<file path="config.mk">
export PLATFORM = sky130hd
export DESIGN_NAME = ppgdc_dc_lane
export DESIGN_NICKNAME = d
export VERILOG_FILES = /design/src/ppgdc_pkg.sv /design/src/ppgdc_dc_lane.sv
export SDC_FILE = /design/constraint.sdc
export NUM_CORES = 2
export LEC_CHECK = 0
export BUFFER_PORTS_ARGS = -buffer_cell sky130_fd_sc_hd__buf_2
export CORE_MARGIN = 2
export CORE_UTILIZATION = 60
export CTS_BUF_LIST = sky130_fd_sc_hd__clkbuf_8
export CTS_CLUSTER_DIAMETER = 100
export CTS_CLUSTER_SIZE = 10
export DETAILED_ROUTE_END_ITERATION = 8
export GPL_ROUTABILITY_DRIVEN = 0
export HOLD_SLACK_MARGIN = 0.06
export PLACE_DENSITY = 0.76
export SLEW_MARGIN = 40
export SYNTH_ARGS = -nofsm -noshare
export SYNTH_HDL_FRONTEND = slang
export SYNTH_SLANG_ARGS = --single-unit
</file>
<file path="constraint.sdc">
create_clock -name clk -period 8.9 [get_ports clk]
set_input_delay 0 -clock clk [delete_from_list [all_inputs] [get_ports clk]]
set_output_delay 0 -clock clk [all_outputs]
set_load 0.05 [all_outputs]
</file>
<file path="src/ppgdc_pkg.sv">
// Package: shared constants, codes and control structs for the PPG DC removal block.
`timescale 1ns / 1ps
package ppgdc_pkg;

  localparam int RAW_W       = 16;
  localparam int ALPHA_W     = 16;
  localparam int THR_W       = 24;
  localparam int LEVEL_INT_W = 24;
  localparam int CFG_IDX_W   = 8;
  localparam int CFG_DATA_W  = 24;
  localparam int OUT_W       = 26;
  localparam int OUT_FRAC    = 8;
  localparam int MEM_W       = 32;
  localparam int COEF_FRAC   = 16;
  localparam int LP_COEF_W   = 17;

  localparam logic [LP_COEF_W-1:0] LP_B = 17'd16072;
  localparam logic [LP_COEF_W-1:0] LP_A = 17'd33392;

  localparam logic [ALPHA_W-1:0] ALPHA_RST = 16'd62259;
  localparam logic [THR_W-1:0]   THR_RST   = 24'd70000;
  localparam int POWER_MAX_RST   = 15;
  localparam int POWER_START_RST = 8;

  localparam int OUT_MAX = (1 << (OUT_W - 1)) - 1;
  localparam int OUT_MIN = -(1 << (OUT_W - 1));

  typedef enum logic {
    CMD_SAMPLE = 1'b0,
    CMD_TICK   = 1'b1
  } cmd_t;

  typedef enum logic [CFG_IDX_W-1:0] {
    REG_DC_ALPHA        = 8'd0,
    REG_BIAS_THRESHOLD  = 8'd1,
    REG_RED_POWER_MAX   = 8'd2,
    REG_RED_POWER_START = 8'd3
  } cfg_reg_t;

  typedef enum logic [2:0] {
    ST_IDLE,
    ST_MUL,
    ST_LVL,
    ST_AC,
    ST_LPM,
    ST_LPS,
    ST_BIAS,
    ST_DONE
  } state_t;

  typedef struct packed {
    logic mul;
    logic lvl;
    logic ac;
  } lane_ctl_t;

  typedef struct packed {
    logic pre;
    logic lpm;
    logic lps;
    logic bias;
    logic done_sample;
    logic done_tick;
  } merge_ctl_t;

endpackage

</file>
<file path="src/ppgdc_dc_lane.sv">
// DC-removal lane: one channel's IIR level and its AC output.
`timescale 1ns / 1ps
module ppgdc_dc_lane #(
  parameter int LEVEL_FRAC_BITS = 16
) (
  input  logic                                             clk,
  input  logic                                             rst_n,
  input  ppgdc_pkg::lane_ctl_t                             ctl,
  input  logic [ppgdc_pkg::ALPHA_W-1:0]                    alpha,
  input  logic [ppgdc_pkg::RAW_W-1:0]                      raw,
  output logic [ppgdc_pkg::LEVEL_INT_W+LEVEL_FRAC_BITS-1:0] level,
  output logic signed [ppgdc_pkg::OUT_W-1:0]               ac
);
  import ppgdc_pkg::*;

  localparam int LB    = LEVEL_INT_W + LEVEL_FRAC_BITS;
  localparam int LO_W  = 24;
  localparam int HI_W  = LB - LO_W;
  localparam int PLO_W = ALPHA_W + LO_W;
  localparam int PHI_W = ALPHA_W + HI_W;
  localparam int PW    = ALPHA_W + LB;
  localparam int SH    = LEVEL_FRAC_BITS - OUT_FRAC;
  localparam int RW    = LB + 2;

  logic [LB-1:0]           level_r;
  logic [LB-1:0]           old_r;
  logic [PLO_W-1:0]        pp_lo_r;
  logic [PHI_W-1:0]        pp_hi_r;
  logic signed [OUT_W-1:0] ac_r;

  logic [PW-1:0]           prod_full;
  logic [LB-1:0]           prod;
  logic [LB-1:0]           xin;
  logic [LB:0]             sum;
  logic [LB-1:0]           lvl_nxt;
  logic signed [RW-1:0]    diff;
  logic signed [RW-1:0]    rnd;
  logic signed [OUT_W-1:0] ac_c;

  // alpha * level split in two partial products, summed in the next cycle
  always_comb begin
    prod_full = PW'(pp_lo_r) + {pp_hi_r, {LO_W{1'b0}}} + PW'(1 << (COEF_FRAC - 1));
    prod      = prod_full[PW-1:COEF_FRAC];
    xin       = LB'(raw) << LEVEL_FRAC_BITS;
    sum       = {1'b0, xin} + {1'b0, prod};
    lvl_nxt   = sum[LB] ? {LB{1'b1}} : sum[LB-1:0];
    diff      = $signed({2'b00, level_r}) - $signed({2'b00, old_r});
  end

  generate
    if (SH == 0) begin : g_noshift
      assign rnd = diff;
    end else begin : g_shift
      assign rnd = (diff + RW'(1 << (SH - 1))) >>> SH;
    end
  endgenerate

  always_comb begin
    if (rnd > RW'(OUT_MAX)) begin
      ac_c = OUT_W'(OUT_MAX);
    end else if (rnd < RW'(OUT_MIN)) begin
      ac_c = OUT_W'(OUT_MIN);
    end else begin
      ac_c = rnd[OUT_W-1:0];
    end
  end

  always_ff @(posedge clk) begin
    if (!rst_n) begin
      level_r <= '0;
    end else if (ctl.lvl) begin
      level_r <= lvl_nxt;
    end
  end

  always_ff @(posedge clk) begin
    if (ctl.mul) begin
      pp_lo_r <= PLO_W'(alpha) * PLO_W'(level_r[LO_W-1:0]);
      pp_hi_r <= PHI_W'(alpha) * PHI_W'(level_r[LB-1:LO_W]);
      old_r   <= level_r;
    end
    if (ctl.ac) begin
      ac_r <= ac_c;
    end
  end

  assign level = level_r;
  assign ac    = ac_r;

endmodule

</file>
# After elaboration in Yosys (flattened, before gate mapping)

Index checks and enable logic that the tools add are counted.

$lt $le $gt $ge: 2
$add $sub $neg: 5
Muxes and demuxes: 2
Multipliers: 2

Operator list:

| operator               | number |
|---|---|
| $add 40x56->56         | 1 |
| $add 56x16->56 const B | 1 |
| $add 41x9->42 const B  | 1 |
| $add 32x40->41         | 1 |
| $sub 40x40->41         | 1 |
| $mul 16x24->40         | 1 |
| $mux 40                | 1 |
| $gt 34x26->1 const B   | 1 |
| $lt 34x26->1 const B   | 1 |
| $mul 16x16->32         | 1 |
| $mux 26                | 1 |

Output and inout bits: 66
Input port bits: 37
Register bits: 178
Logic and storage cells: 16

# Logic depth before layout (Yosys ltp)

Depth after elaboration: 4
Mapped depth: 29
Gate-level depth less buffers: 28

# Least setup slack after synthesis

OpenSTA, ideal clock, no wires.

Path kind: reg-to-reg
Start: register level_r[6] (netlist: level[6])
End: register pp_lo_r[39] (data pin)
Stages on the path, launching flop included: 25
Period minus slack after synthesis: 7.063 ns
Path slack: 1.837 ns
Arrival: 6.803 ns
Library setup time: 0.260 ns
Cell sequence: dfxtp_1 -> clkbuf_1 -> nand2_1 -> fa_1 -> inv_1 -> fa_1 -> fa_1 -> fa_1 -> fa_1 -> inv_1 -> fa_1 -> inv_1 -> ha_1 -> a21o_1 -> a21oi_1 -> nor2b_1 -> a311oi_1 -> a21bo_2 -> o211ai_1 -> a211o_1 -> o211ai_1 -> o31a_1 -> a211o_1 -> a21oi_1 -> xnor2_1

Word-level cells in the longest chain between the ends: 1

RTL lines:

| item                     | RTL line            | text |
|---|---|---|
| start: declaration       | ppgdc_dc_lane.sv:25 | `logic [LB-1:0] level_r;` |
| start signal: assignment | ppgdc_dc_lane.sv:72 | `level_r <= lvl_nxt;` |
| $mul 16x24->40           | ppgdc_dc_lane.sv:78 | `pp_lo_r <= PLO_W'(alpha) * PLO_W'(level_r[LO_W-1:0]);` |
| end signal: assignment   | ppgdc_dc_lane.sv:78 |  |
| end: declaration         | ppgdc_dc_lane.sv:27 | `logic [PLO_W-1:0] pp_lo_r;` |

No other way between the ends.
A chain may end at the register's enable or synchronous reset.

# Worst setup path after layout

Ends and elaborated chain as after synthesis.

==> impl_metrics.env <==
export IMPL_syn_num_nets=4102
export IMPL_path_class="reg2reg"
export IMPL_root_buffer="clkbuf_8"
export IMPL_ctsResizeCount=0
export IMPL_grt_pass1_vias=24600
export IMPL_die_area_mm2=0.0517
export IMPL_grt_first_pass_wirelength_mm=127
export IMPL_critPathMaxStageDelay_ns=0.90
export IMPL_timing_rr_end="pp_lo_r[39]$_DFFE_PP_"
export IMPL_min_path_type="in2reg"
export IMPL_fin_nets=4145
export IMPL_cap_viol_max_count=0
export IMPL_layout_drive_gt1_share_pct=6.60
export IMPL_finalClockSkew_ns=0.0193
export IMPL_critPathSlowestCell="dfxtp_1"
export IMPL_utilization_pct=64.5
export IMPL_die_w_um=227
export IMPL_die_height_um=227
export IMPL_crit_path_start="level[6]$_SDFFE_PN0P_"
export IMPL_tritoncts="yes"
export IMPL_grt_max_degree=51
export IMPL_cts_sinks=163
export IMPL_rsz0062_at_grt="false"
export IMPL_post_drt_wl_per_cell_um=19.4
export IMPL_grt_overflow_total=0
export IMPL_syn_to_final_growth_pct=5.78
export IMPL_ys_seq_area_share_pct=15.0
export IMPL_most_common_layout_cells="inv_1 (648), fa_1 (500), nand2_1 (411), and2_1 (299), ha_1 (286)"
export IMPL_hold_viol_final=0
export IMPL_critPathRequiredTime_ns=9.16
export IMPL_viasPerCell=5.76
export IMPL_num_vias=23000
export IMPL_worstSetupStartpointType="register"
export IMPL_num_fill_cells=3965
export IMPL_r2r_cells=23
export IMPL_min_period_ns=7.56
export IMPL_port_buffers=102
export IMPL_setup_tns_ns=0
export IMPL_drt_iter0_markers=1752
export IMPL_status="finished, final reports clean"
export IMPL_fp_coreArea_mm2=0.0492
export IMPL_initial_core_util_pct=60.9
export IMPL_final_antenna_net_count=0
export IMPL_setup_viol=0
export IMPL_synthArstFlopShare_pct=0
export IMPL_cp_arrival_ns=7.82
export IMPL_crit_buf_inv=3
export IMPL_cts_buffer_depth=2
export IMPL_slew_limit_headroom_pct=42.0
export IMPL_crit_end="pp_lo_r[39]$_DFFE_PP_"
export IMPL_path_max_fanout=20
export IMPL_insertion_delay_ns=0.51
export IMPL_postCtsSetupBuffers=0
export IMPL_tightest_slew_ns=0.869
export IMPL_clk_pin_slew_ns=0.10
export IMPL_finalCritPeriodShare_pct=85.0
export IMPL_pin_count=103
export IMPL_synth_area_mm2=0.0300
export IMPL_timing_fmax_mhz=132
export IMPL_cp_top_family="adder cells"
export IMPL_cts_hold_buf=15
export IMPL_numCtsBuffers=17
export IMPL_fp_row_count=81
export IMPL_mostFrequentLayoutCell="inv_1"
export IMPL_yosys_warnings=0
export IMPL_route_detailed_drc=0
export IMPL_slew_violations=0
export IMPL_dr_pass1_iters=6
export IMPL_grtUsageTotal_pct=31.8
export IMPL_reg2reg_slack_ns=1.34
export IMPL_antenna_found_initial=2
export IMPL_syn_mean_instance_area_um2=9.14
export IMPL_synth_seq_cells=163
export IMPL_path_depth=23
export IMPL_crit_chain="nand2_1, fa_1, inv_1, fa_1, fa_1, fa_1, fa_1, inv_1, fa_1, inv_1, ha_1, a21o_1, a21oi_1, nor2b_1, a311oi_1, a21bo_2, o211ai_1, a211o_1, o211ai_1, o31a_1, a211o_1, a21oi_1, xnor2_1"
export IMPL_crit_path_frequent_cell="fa_1"
export IMPL_reg2reg_from="level[6]$_SDFFE_PN0P_"
export IMPL_synth_flop_cell="edfxtp_1"
export IMPL_dpl_hpwl_mm=59.6
export IMPL_synthCells=3279
export IMPL_ys_types=73
export IMPL_setup_worst_path_end_class="register"
export IMPL_drt_total_wl_mm=77.6
export IMPL_htree_levels=4
export IMPL_synth_edf_count=123
## Yosys cell counts (6+ instances only)
cell / n / area [µm²]
a211oi_1: 9 / 67.6
a21boi_0: 7 / 52.6
a21o_1: 35 / 263
a21oi_1: 140 / 701
a21oi_2: 20 / 175
a31oi_1: 9 / 56.3
and2_1: 299 / 1870
and3_1: 30 / 188
clkbuf_1: 128 / 480
dfxtp_1: 40 / 801
edfxtp_1: 123 / 3690
fa_1: 500 / 10000
ha_1: 286 / 3580
inv_1: 646 / 2420
nand2_1: 411 / 1540
nand2b_1: 20 / 125
nand3_1: 38 / 190
nand4_1: 18 / 113
nor2_1: 76 / 285
nor2b_1: 24 / 150
nor3_1: 32 / 160
nor4_1: 6 / 37.5
o211ai_1: 7 / 52.6
o21a_1: 16 / 120
o21ai_0: 80 / 400
o21bai_1: 15 / 113
o31a_1: 6 / 52.6
o31ai_1: 7 / 52.6
or2_2: 9 / 56.3
or3_1: 12 / 75.1
xnor2_1: 103 / 902
xor2_1: 51 / 447
## registers in the layout, indices dropped and copies added (netlist names)
| register | count |
|---|---|
| pp_lo_r | 25 |
| pp_hi_r | 32 |
| old_r | 40 |
| level | 40 |
| ac | 26 |
## tightest hold or removal path, stage by stage
cell and delay, ns:
buf_2 0.34, o21ai_0 0.17, a21oi_1 0.05
## cell type report
cell class	instances	area [µm²]	area share, %
Inverter	646	2420	7.65
Clock inverter	15	181	0.573
Clock buffer	17	234	0.738
Antenna cell	1	2.50	0.00790
Tap cell	664	831	2.62
Timing Repair Buffer	156	983	3.10
Sequential cell	163	4500	14.2
Multi-Input combinational cell	2338	22500	71.1
## layer usage
metal	share of wire, %	GRT usage, %
met5	0	0
met4	4.2	12.2
met3	6.5	3.94
met2	51	56.2
met1	39	39.8
## how the worst min path moves through the flow
stage | startpoint | endpoint | slack [ns] | cells past startpoint
finish | rst_n | level[12]$_SDFFE_PN0P_ | 0.11 | 3
global route | rst_n | level[17]$_SDFFE_PN0P_ | 0.13 | 3
CTS | rst_n | level[0]$_SDFFE_PN0P_ | 0.06 | 3
detailed placement | raw[0] | level[16]$_SDFFE_PN0P_ | 0.40 | 4
global placement | raw[0] | level[16]$_SDFFE_PN0P_ | 0.37 | 4
floorplan | ctl[0] | ac[0]$_SDFFCE_PN1P_ | 0.11 | 0
## logic make-up (layout without fill, tap and decap cells)
| logic type | after synthesis | in the layout | share of synthesized area, % |
|---|---|---|---|
| compound gates | 404 | 404 | 8.70 |
| xor+xnor | 154 | 154 | 4.50 |
| simple gates | 989 | 989 | 16.5 |
| flops | 163 | 163 | 15.0 |
| fa+ha+maj | 786 | 786 | 45.4 |
| mux | 5 | 5 | 0.167 |
| other cells | 0 | 1 | 0 |
| buf+inv | 778 | 834 | 9.81 |
## through the flow
stage               hold WS, ns  instances  instance area (µm²)  setup slack [ns]
finish                    0.107       4000                31700              1.34
CTS                      0.0603       3998                31600              1.38
global placement          0.373       3951                31100              1.53
detailed placement        0.405       3951                31100              1.42
global route              0.131       4000                31700              1.02
floorplan                 0.112       3279                30000              1.84
Power is left out: the tool's default activity adds up to more than one toggle a clock period on the data nets, which glitch-free logic cannot reach.
