===== config.mk =====
export PLATFORM = sky130hd
export DESIGN_NAME = ppgdc_merge
export DESIGN_NICKNAME = d
export VERILOG_FILES = /design/src/ppgdc_pkg.sv /design/src/ppgdc_merge.sv
export SDC_FILE = /design/constraint.sdc
export NUM_CORES = 1
export LEC_CHECK = 0
export BUFFER_PORTS_ARGS = -buffer_cell sky130_fd_sc_hd__buf_2
export CORE_MARGIN = 10
export CORE_UTILIZATION = 40
export CTS_BUF_LIST = sky130_fd_sc_hd__clkbuf_16
export CTS_CLUSTER_DIAMETER = 80
export CTS_CLUSTER_SIZE = 25
export DETAILED_ROUTE_END_ITERATION = 8
export HOLD_SLACK_MARGIN = 0.1
export PLACE_DENSITY_LB_ADDON = 0.05
export SYNTH_ARGS = -nofsm -noshare
export SYNTH_HDL_FRONTEND = slang
export SYNTH_SLANG_ARGS = --single-unit

===== constraint.sdc =====
create_clock -name clk -period 9.8 [get_ports clk]
set_input_delay 2.45 -clock clk [delete_from_list [all_inputs] [get_ports clk]]
set_output_delay 2.45 -clock clk [all_outputs]
set_load 0.02 [all_outputs]

===== src/ppgdc_pkg.sv =====
// Package: shared constants, codes and control structs for the PPG DC removal block.
`timescale 1ns / 1ps
package ppgdc_pkg;

  localparam int RAW_W       = 16;
  localparam int ALPHA_W     = 16;
  localparam int THR_W       = 24;
  localparam int LEVEL_INT_W = 24;
  localparam int CFG_IDX_W   = 8;
  localparam int CFG_DATA_W  = 24;
  localparam int OUT_W       = 26;
  localparam int OUT_FRAC    = 8;
  localparam int MEM_W       = 32;
  localparam int COEF_FRAC   = 16;
  localparam int LP_COEF_W   = 17;

  localparam logic [LP_COEF_W-1:0] LP_B = 17'd16072;
  localparam logic [LP_COEF_W-1:0] LP_A = 17'd33392;

  localparam logic [ALPHA_W-1:0] ALPHA_RST = 16'd62259;
  localparam logic [THR_W-1:0]   THR_RST   = 24'd70000;
  localparam int POWER_MAX_RST   = 15;
  localparam int POWER_START_RST = 8;

  localparam int OUT_MAX = (1 << (OUT_W - 1)) - 1;
  localparam int OUT_MIN = -(1 << (OUT_W - 1));

  typedef enum logic {
    CMD_SAMPLE = 1'b0,
    CMD_TICK   = 1'b1
  } cmd_t;

  typedef enum logic [CFG_IDX_W-1:0] {
    REG_DC_ALPHA        = 8'd0,
    REG_BIAS_THRESHOLD  = 8'd1,
    REG_RED_POWER_MAX   = 8'd2,
    REG_RED_POWER_START = 8'd3
  } cfg_reg_t;

  typedef enum logic [2:0] {
    ST_IDLE,
    ST_MUL,
    ST_LVL,
    ST_AC,
    ST_LPM,
    ST_LPS,
    ST_BIAS,
    ST_DONE
  } state_t;

  typedef struct packed {
    logic mul;
    logic lvl;
    logic ac;
  } lane_ctl_t;

  typedef struct packed {
    logic pre;
    logic lpm;
    logic lps;
    logic bias;
    logic done_sample;
    logic done_tick;
  } merge_ctl_t;

endpackage


===== src/ppgdc_merge.sv =====
// Merge stage: Butterworth low-pass on negated IR AC and red LED bias follower.
`timescale 1ns / 1ps
module ppgdc_merge #(
  parameter int LEVEL_FRAC_BITS = 16,
  parameter int POWER_BITS      = 4
) (
  input  logic                                             clk,
  input  logic                                             rst_n,
  input  ppgdc_pkg::merge_ctl_t                            ctl,
  input  logic signed [ppgdc_pkg::OUT_W-1:0]               ir_ac,
  input  logic [ppgdc_pkg::LEVEL_INT_W+LEVEL_FRAC_BITS-1:0] ir_level,
  input  logic [ppgdc_pkg::LEVEL_INT_W+LEVEL_FRAC_BITS-1:0] red_level,
  input  logic [ppgdc_pkg::THR_W-1:0]                      thr,
  input  logic [POWER_BITS-1:0]                            power_max,
  input  logic                                             cfg_load,
  input  logic [POWER_BITS-1:0]                            cfg_power,
  output logic signed [ppgdc_pkg::OUT_W-1:0]               filt,
  output logic [POWER_BITS-1:0]                            power_nxt,
  output logic                                             changed
);
  import ppgdc_pkg::*;

  localparam int LB  = LEVEL_INT_W + LEVEL_FRAC_BITS;
  localparam int SW  = LP_COEF_W + 1 + MEM_W + 1;
  localparam int FSW = MEM_W + 1;
  localparam logic signed [SW-1:0] M_HI = SW'($signed(32'h7fff_ffff));
  localparam logic signed [SW-1:0] M_LO = SW'($signed(32'h8000_0000));

  logic signed [MEM_W-1:0] prev_r;
  logic signed [MEM_W-1:0] mem_r;
  logic signed [SW-1:0]    pa_r;
  logic signed [SW-1:0]    pb_r;
  logic                    up_r;
  logic                    dn_r;
  logic [POWER_BITS-1:0]   power_r;

  logic signed [OUT_W-1:0] x_c;
  logic signed [SW-1:0]    s_c;
  logic signed [SW-1:0]    m_c;
  logic signed [MEM_W-1:0] mem_c;
  logic signed [FSW-1:0]   fsum;
  logic [LB-1:0]           thr_ext;
  logic                    up_c;
  logic                    dn_c;

  always_comb begin
    x_c   = (ir_ac == OUT_W'(OUT_MIN)) ? OUT_W'(OUT_MAX) : -ir_ac;
    s_c   = pa_r + pb_r + SW'(1 << (COEF_FRAC - 1));
    m_c   = s_c >>> COEF_FRAC;
    if (m_c > M_HI) begin
      mem_c = MEM_W'(M_HI);
    end else if (m_c < M_LO) begin
      mem_c = MEM_W'(M_LO);
    end else begin
      mem_c = m_c[MEM_W-1:0];
    end
    fsum = $signed({prev_r[MEM_W-1], prev_r}) + $signed({mem_r[MEM_W-1], mem_r});
    if (fsum > FSW'(OUT_MAX)) begin
      filt = OUT_W'(OUT_MAX);
    end else if (fsum < FSW'(OUT_MIN)) begin
      filt = OUT_W'(OUT_MIN);
    end else begin
      filt = fsum[OUT_W-1:0];
    end
  end

  always_comb begin
    thr_ext = {thr, {LEVEL_FRAC_BITS{1'b0}}};
    up_c    = (ir_level > red_level) && ((ir_level - red_level) > thr_ext);
    dn_c    = (red_level > ir_level) && ((red_level - ir_level) > thr_ext);
  end

  always_comb begin
    power_nxt = power_r;
    changed   = 1'b0;
    if (ctl.done_tick) begin
      if (up_r && (power_r < power_max)) begin
        power_nxt = power_r + 1'b1;
        changed   = 1'b1;
      end else if (dn_r && (power_r != '0)) begin
        power_nxt = power_r - 1'b1;
        changed   = 1'b1;
      end
    end
  end

  always_ff @(posedge clk) begin
    if (!rst_n) begin
      prev_r  <= '0;
      power_r <= POWER_BITS'(POWER_START_RST);
      up_r    <= 1'b0;
      dn_r    <= 1'b0;
    end else begin
      if (ctl.done_sample) begin
        prev_r <= mem_r;
      end
      if (cfg_load) begin
        power_r <= cfg_power;
      end else if (ctl.done_tick) begin
        power_r <= power_nxt;
      end
      if (ctl.bias) begin
        up_r <= up_c;
        dn_r <= dn_c;
      end
    end
  end

  always_ff @(posedge clk) begin
    if (ctl.pre) begin
      pa_r <= $signed({1'b0, LP_A}) * prev_r;
    end
    if (ctl.lpm) begin
      pb_r <= $signed({1'b0, LP_B}) * x_c;
    end
    if (ctl.lps) begin
      mem_r <= mem_c;
    end
  end

  a_prev_only_on_sample: assert property (@(posedge clk) disable iff (!rst_n)
    !ctl.done_sample |=> $stable(prev_r))
    else $error("filter memory moved outside a sample completion");

  a_power_step_one: assert property (@(posedge clk) disable iff (!rst_n)
    (ctl.done_tick && !cfg_load) |=> (power_r == $past(power_r)) ||
      (power_r == $past(power_r) + 1'b1) || (power_r == $past(power_r) - 1'b1))
    else $error("red power moved by more than one step on a tick");

endmodule


## Word-level counts from Yosys, hierarchy flattened

Cells that the tools add are included.

- Register bits: 165
- Logic and storage cells: 45

- Add/subtract/negate cells: 8
- Multiply operators: 2
- $lt $le $gt $ge: 9
- Equal/unequal tests: 1
- Muxes and demuxes: 12
- Reduce and logical (&&, ||, !) cells: 6

Operator list:

| cell | count |
|---|---|
| $gt A40 B40 Y1 | 4 |
| $sub A40 B40 Y40 | 2 |
| $mux W26 | 3 |
| $add A51 B17 Y51 const B | 1 |
| $add A51 B51 Y51 | 1 |
| $mul A13 B32 Y45 const A | 1 |
| $mul A12 B26 Y38 const A | 1 |
| $gt A35 B32 Y1 const B | 1 |
| $lt A35 B32 Y1 const B | 1 |
| $add A32 B32 Y33 | 1 |
| $gt A33 B26 Y1 const B | 1 |
| $lt A33 B26 Y1 const B | 1 |
| $mux W32 | 1 |
| $eq A26 B26 Y1 const B | 1 |
| $neg A26 Y26 | 1 |
| $mux W4 | 5 |
| $add A4 B1 Y4 const B | 1 |
| $logic_and A1 B1 Y1 | 4 |
| $lt A4 B4 Y1 | 1 |
| $reduce_bool A4 Y1 | 1 |
| $sub A4 B1 Y4 const B | 1 |
| $mux W1 | 3 |
| $reduce_bool A2 Y1 | 1 |

## Longest topological paths before layout

- Word-level depth: 7
- Depth in mapped cells: 31
- Depth with buffers taken out: 29

## Least setup slack after synthesis

Ideal clock, no wire load.

- Kind: input to register
- Start point: input port ir_ac[11] in the netlist's numbering
- End point: register pb_r[49] (data pin)
- Arrival: 9.761 ns
- Required time: 9.538 ns
- Slack: -0.223 ns
- Stages on the path: 30
- Path buffers: 2
- Cells stage by stage: or4_1 -> or3_1 -> or4_1 -> or3_1 -> clkbuf_1 -> nor2_1 -> clkbuf_1 -> or2_2 -> inv_1 -> fa_1 -> inv_1 -> ha_1 -> or2_2 -> fa_1 -> fa_1 -> inv_1 -> fa_1 -> inv_1 -> ha_1 -> nand2_1 -> o21ai_0 -> a21oi_1 -> o21ai_0 -> a31o_2 -> a221oi_1 -> or3_1 -> a31oi_1 -> a21o_1 -> a21oi_1 -> xor2_1

- Cells in the longest elaborated chain, start to end: 3

RTL lines:

| element | line | RTL |
|---|---|---|
| start, declared | ppgdc_merge.sv:10 | `input logic signed [ppgdc_pkg::OUT_W-1:0] ir_ac,` |
| $neg A26 Y26 or $eq A26 B26 Y1 (tied branches) | ppgdc_merge.sv:47 | `x_c = (ir_ac == OUT_W'(OUT_MIN)) ? OUT_W'(OUT_MAX) : -ir_ac;` |
| $mux W26 * | ppgdc_merge.sv:47 |  |
| $mul A12 B26 Y38 * | ppgdc_merge.sv:114 | `pb_r <= $signed({1'b0, LP_B}) * x_c;` |
| end signal, assigned | ppgdc_merge.sv:114 |  |
| end, declared | ppgdc_merge.sv:32 | `logic signed [SW-1:0] pb_r;` |

Every way passes the cells marked *; elsewhere a longest branch is shown, timed or not.
A chain may end at the register's enable or synchronous reset.

## Worst setup path after layout

Ends and elaborated chain as after synthesis.

==> reports/qor.yml <==
status: "finished clean"
finalCriticalPeriod_ps: 9480
regToRegSetupSlack_ps: 3440
maxSlewViolCount: 0
n_antenna_cell: 0
areaGrowthSynthToFinish_pct: 12.2
via_per_inst: 5.04
synth_area_leaders: "ha_1, fa_1, edfxtp_1"
report.final.setup_viol: 0
worstSetupPathType: "input port to register"
netlist.area_leader.share: 0.239
cts-root-buf: "clkbuf_16"
max_freq_ghz: 0.105
num-nets-final: 4353
ios: 178
design_area_um2: 31700
drive_gt1_frac: 0.118
crit_path_end: "pb_r[49]"
fp.dieH_um: 286
reg2reg_from: "prev_r[12]"
clk_pin_slew_ps: 60
drt_wl_total_mm: 74.1
rows: 97
hold_viol: 0
die_w_um: 286
end_kind: "register"
cp_data_arrival_time_ps: 9670
rsz0062_at_grt: "false"
cpPeakStageDelay_ps: 560
dieArea_um2: 81700
crit_required_ps: 9990
wl_per_cell_um: 16.9
ys_ff_latch: 152
final_common_cell: "inv_1"
synth-edff-count: 114
timing.final.crit_share: 0.967
grt_pass1_wl_mm: 122
crit_path_start: "ir_ac[11]"
cts_tree: "yes"
synthCells: 3184
portBuffers: 177
yosys_warnings: 0
ys_async_sr_fraction: 0
skew_ps: 15.3
detailedRoute.firstIterationViolations: 862
reg2regPathDepth: 19
finalWorstSetupSlack_ps: 320
clk_latency_ps: 450
ant_nets: 0
vias: 22100
grt_pass1_vias: 23200
antenna_found_initial: 0
grt_use_total: 0.181
syn_area_per_cell_um2: 8.88
synthFlopType: "edfxtp_1"
gp_congestion: 0.891
cts_inserted_buffers: 17
hold_path.class: "register to register"
place_area_um2: 31100
worstReg2RegEnd: "pa_r[49]"
start_util: 0.404
cts_max_level: 4
crit_top_cell: "fa_1"
tightest_slew_ps: 1190
layout_common_cells: "inv_1, ha_1, a21oi_1"
relSlewSlack: 0.210
grt_max_degree: 46
dp_slack_ps: -271
core_area_um2: 70000
drt_pass1_iterations: 5
crit_path_max_fanout: 9
cts_max_path_buffers: 2
syn_area_um2: 28300
tns_ps: 0
max-cap-violations: 0
start_kind: "input port"
synthDistinctLibCells: 75
synth_top_cell_by_area: "ha_1"
slowest_stage: "or4_4"
clock_sink_count: 152
drc: 0
dpl.hpwl_mm: 64.8
seq_area_frac_synth: 0.148
grt_remaining_overflow: 0
synth_nets: 4092
nFillCells: 6961
[metal layers]
layer | up-vias | GRT usage | share of wire
met5 | - | 0 | 0
met3 | 65 | 0.0157 | 0.022
met2 | 296 | 0.313 | 0.48
li1 | 11300 | - | -
met4 | 0 | 0.0420 | 0.018
met1 | 10400 | 0.242 | 0.48
[sequential cells by signal (all words and copies together) (netlist names)]
register / flops
mem_r: 32
dn_r: 1
pb_r: 37
pa_r: 45
up_r: 1
power_r: 4
prev_r: 32
[cells by family after synthesis]
logic type	after synthesis	synth area share
xor gates and xnor gates	246	0.0765
DFF	152	0.148
and+or+nand+nor	532	0.0958
buffers and inverters	675	0.0909
muxes	38	0.0135
adders and majority gates	762	0.396
AOI/OAI and AO/OA	779	0.180
[worst min-delay path by stage]
stage,cells past startpoint,slack [ps],endpoint,from
finish,2,510,up_r,up_r
global route,2,540,dn_r,dn_r
CTS,2,540,dn_r,dn_r
detailed placement,2,530,up_r,up_r
global placement,2,520,up_r,up_r
floorplan,2,420,up_r,up_r
[stage by stage]
step | cells | hold slack, ps | utilization
finish | 4398 | 514 | 0.453
global route | 4398 | 542 | 0.453
CTS | 4398 | 540 | 0.452
detailed placement | 4366 | 531 | 0.444
global placement | 4366 | 523 | 0.444
floorplan | 3184 | 418 | -
[Yosys cell counts, types with 6 or more instances]
| master | n |
|---|---|
| and4_1 | 6 |
| o21ai_0 | 124 |
| or4_1 | 6 |
| o21ai_2 | 16 |
| ha_1 | 541 |
| xor2_1 | 85 |
| a2111oi_0 | 8 |
| inv_1 | 608 |
| nor3_1 | 29 |
| dfxtp_1 | 38 |
| edfxtp_1 | 114 |
| a221oi_1 | 11 |
| fa_1 | 220 |
| nand4_1 | 40 |
| o21ai_1 | 13 |
| buf_1 | 6 |
| and3_1 | 14 |
| a211o_1 | 7 |
| nor2b_1 | 64 |
| and2_1 | 11 |
| or3_1 | 10 |
| mux2i_1 | 38 |
| nand3_1 | 31 |
| nand2_1 | 132 |
| nand2b_1 | 31 |
| nor2_1 | 112 |
| o21a_1 | 37 |
| or2_2 | 20 |
| o211ai_1 | 20 |
| o41ai_1 | 6 |
| a211oi_1 | 22 |
| a21boi_0 | 12 |
| nor4_1 | 12 |
| a21oi_1 | 234 |
| a21o_1 | 152 |
| o31ai_1 | 8 |
| xnor2_1 | 160 |
| clkbuf_1 | 51 |
| a31oi_1 | 25 |
| o21bai_1 | 40 |
[area by class of cell]
| cell class | count | area (um2) | share of cell area |
|---|---|---|---|
| Clock buffer | 17 | 425 | 0.0134 |
| Sequential cell | 152 | 4180 | 0.132 |
| Inverter | 610 | 2290 | 0.0722 |
| Timing Repair Buffer | 307 | 1860 | 0.0587 |
| Tap cell | 940 | 1180 | 0.0371 |
| Clock inverter | 15 | 180 | 0.00568 |
| Multi-Input combinational cell | 2357 | 21600 | 0.681 |
[what timing repair did]
item / CTS / global route
setup endpoints to repair: 0 / 4
setup buffers: 0 / 0
hold endpoints to repair: 0 / 0
gates resized for setup: 0 / 11
hold buffers: 0 / 0
[critical path, delay by kind of cell]
family                     cells  cell delay [ps]
adders and majority gates      6             2840
buffers and inverters          7              650
AOI/OAI and AO/OA              4              500
and+or+nand+nor               11             3070
xor gates and xnor gates       1              140
Power is not shown: default switching activity piles up to over one toggle a cycle in this logic, so the estimate is an artifact.
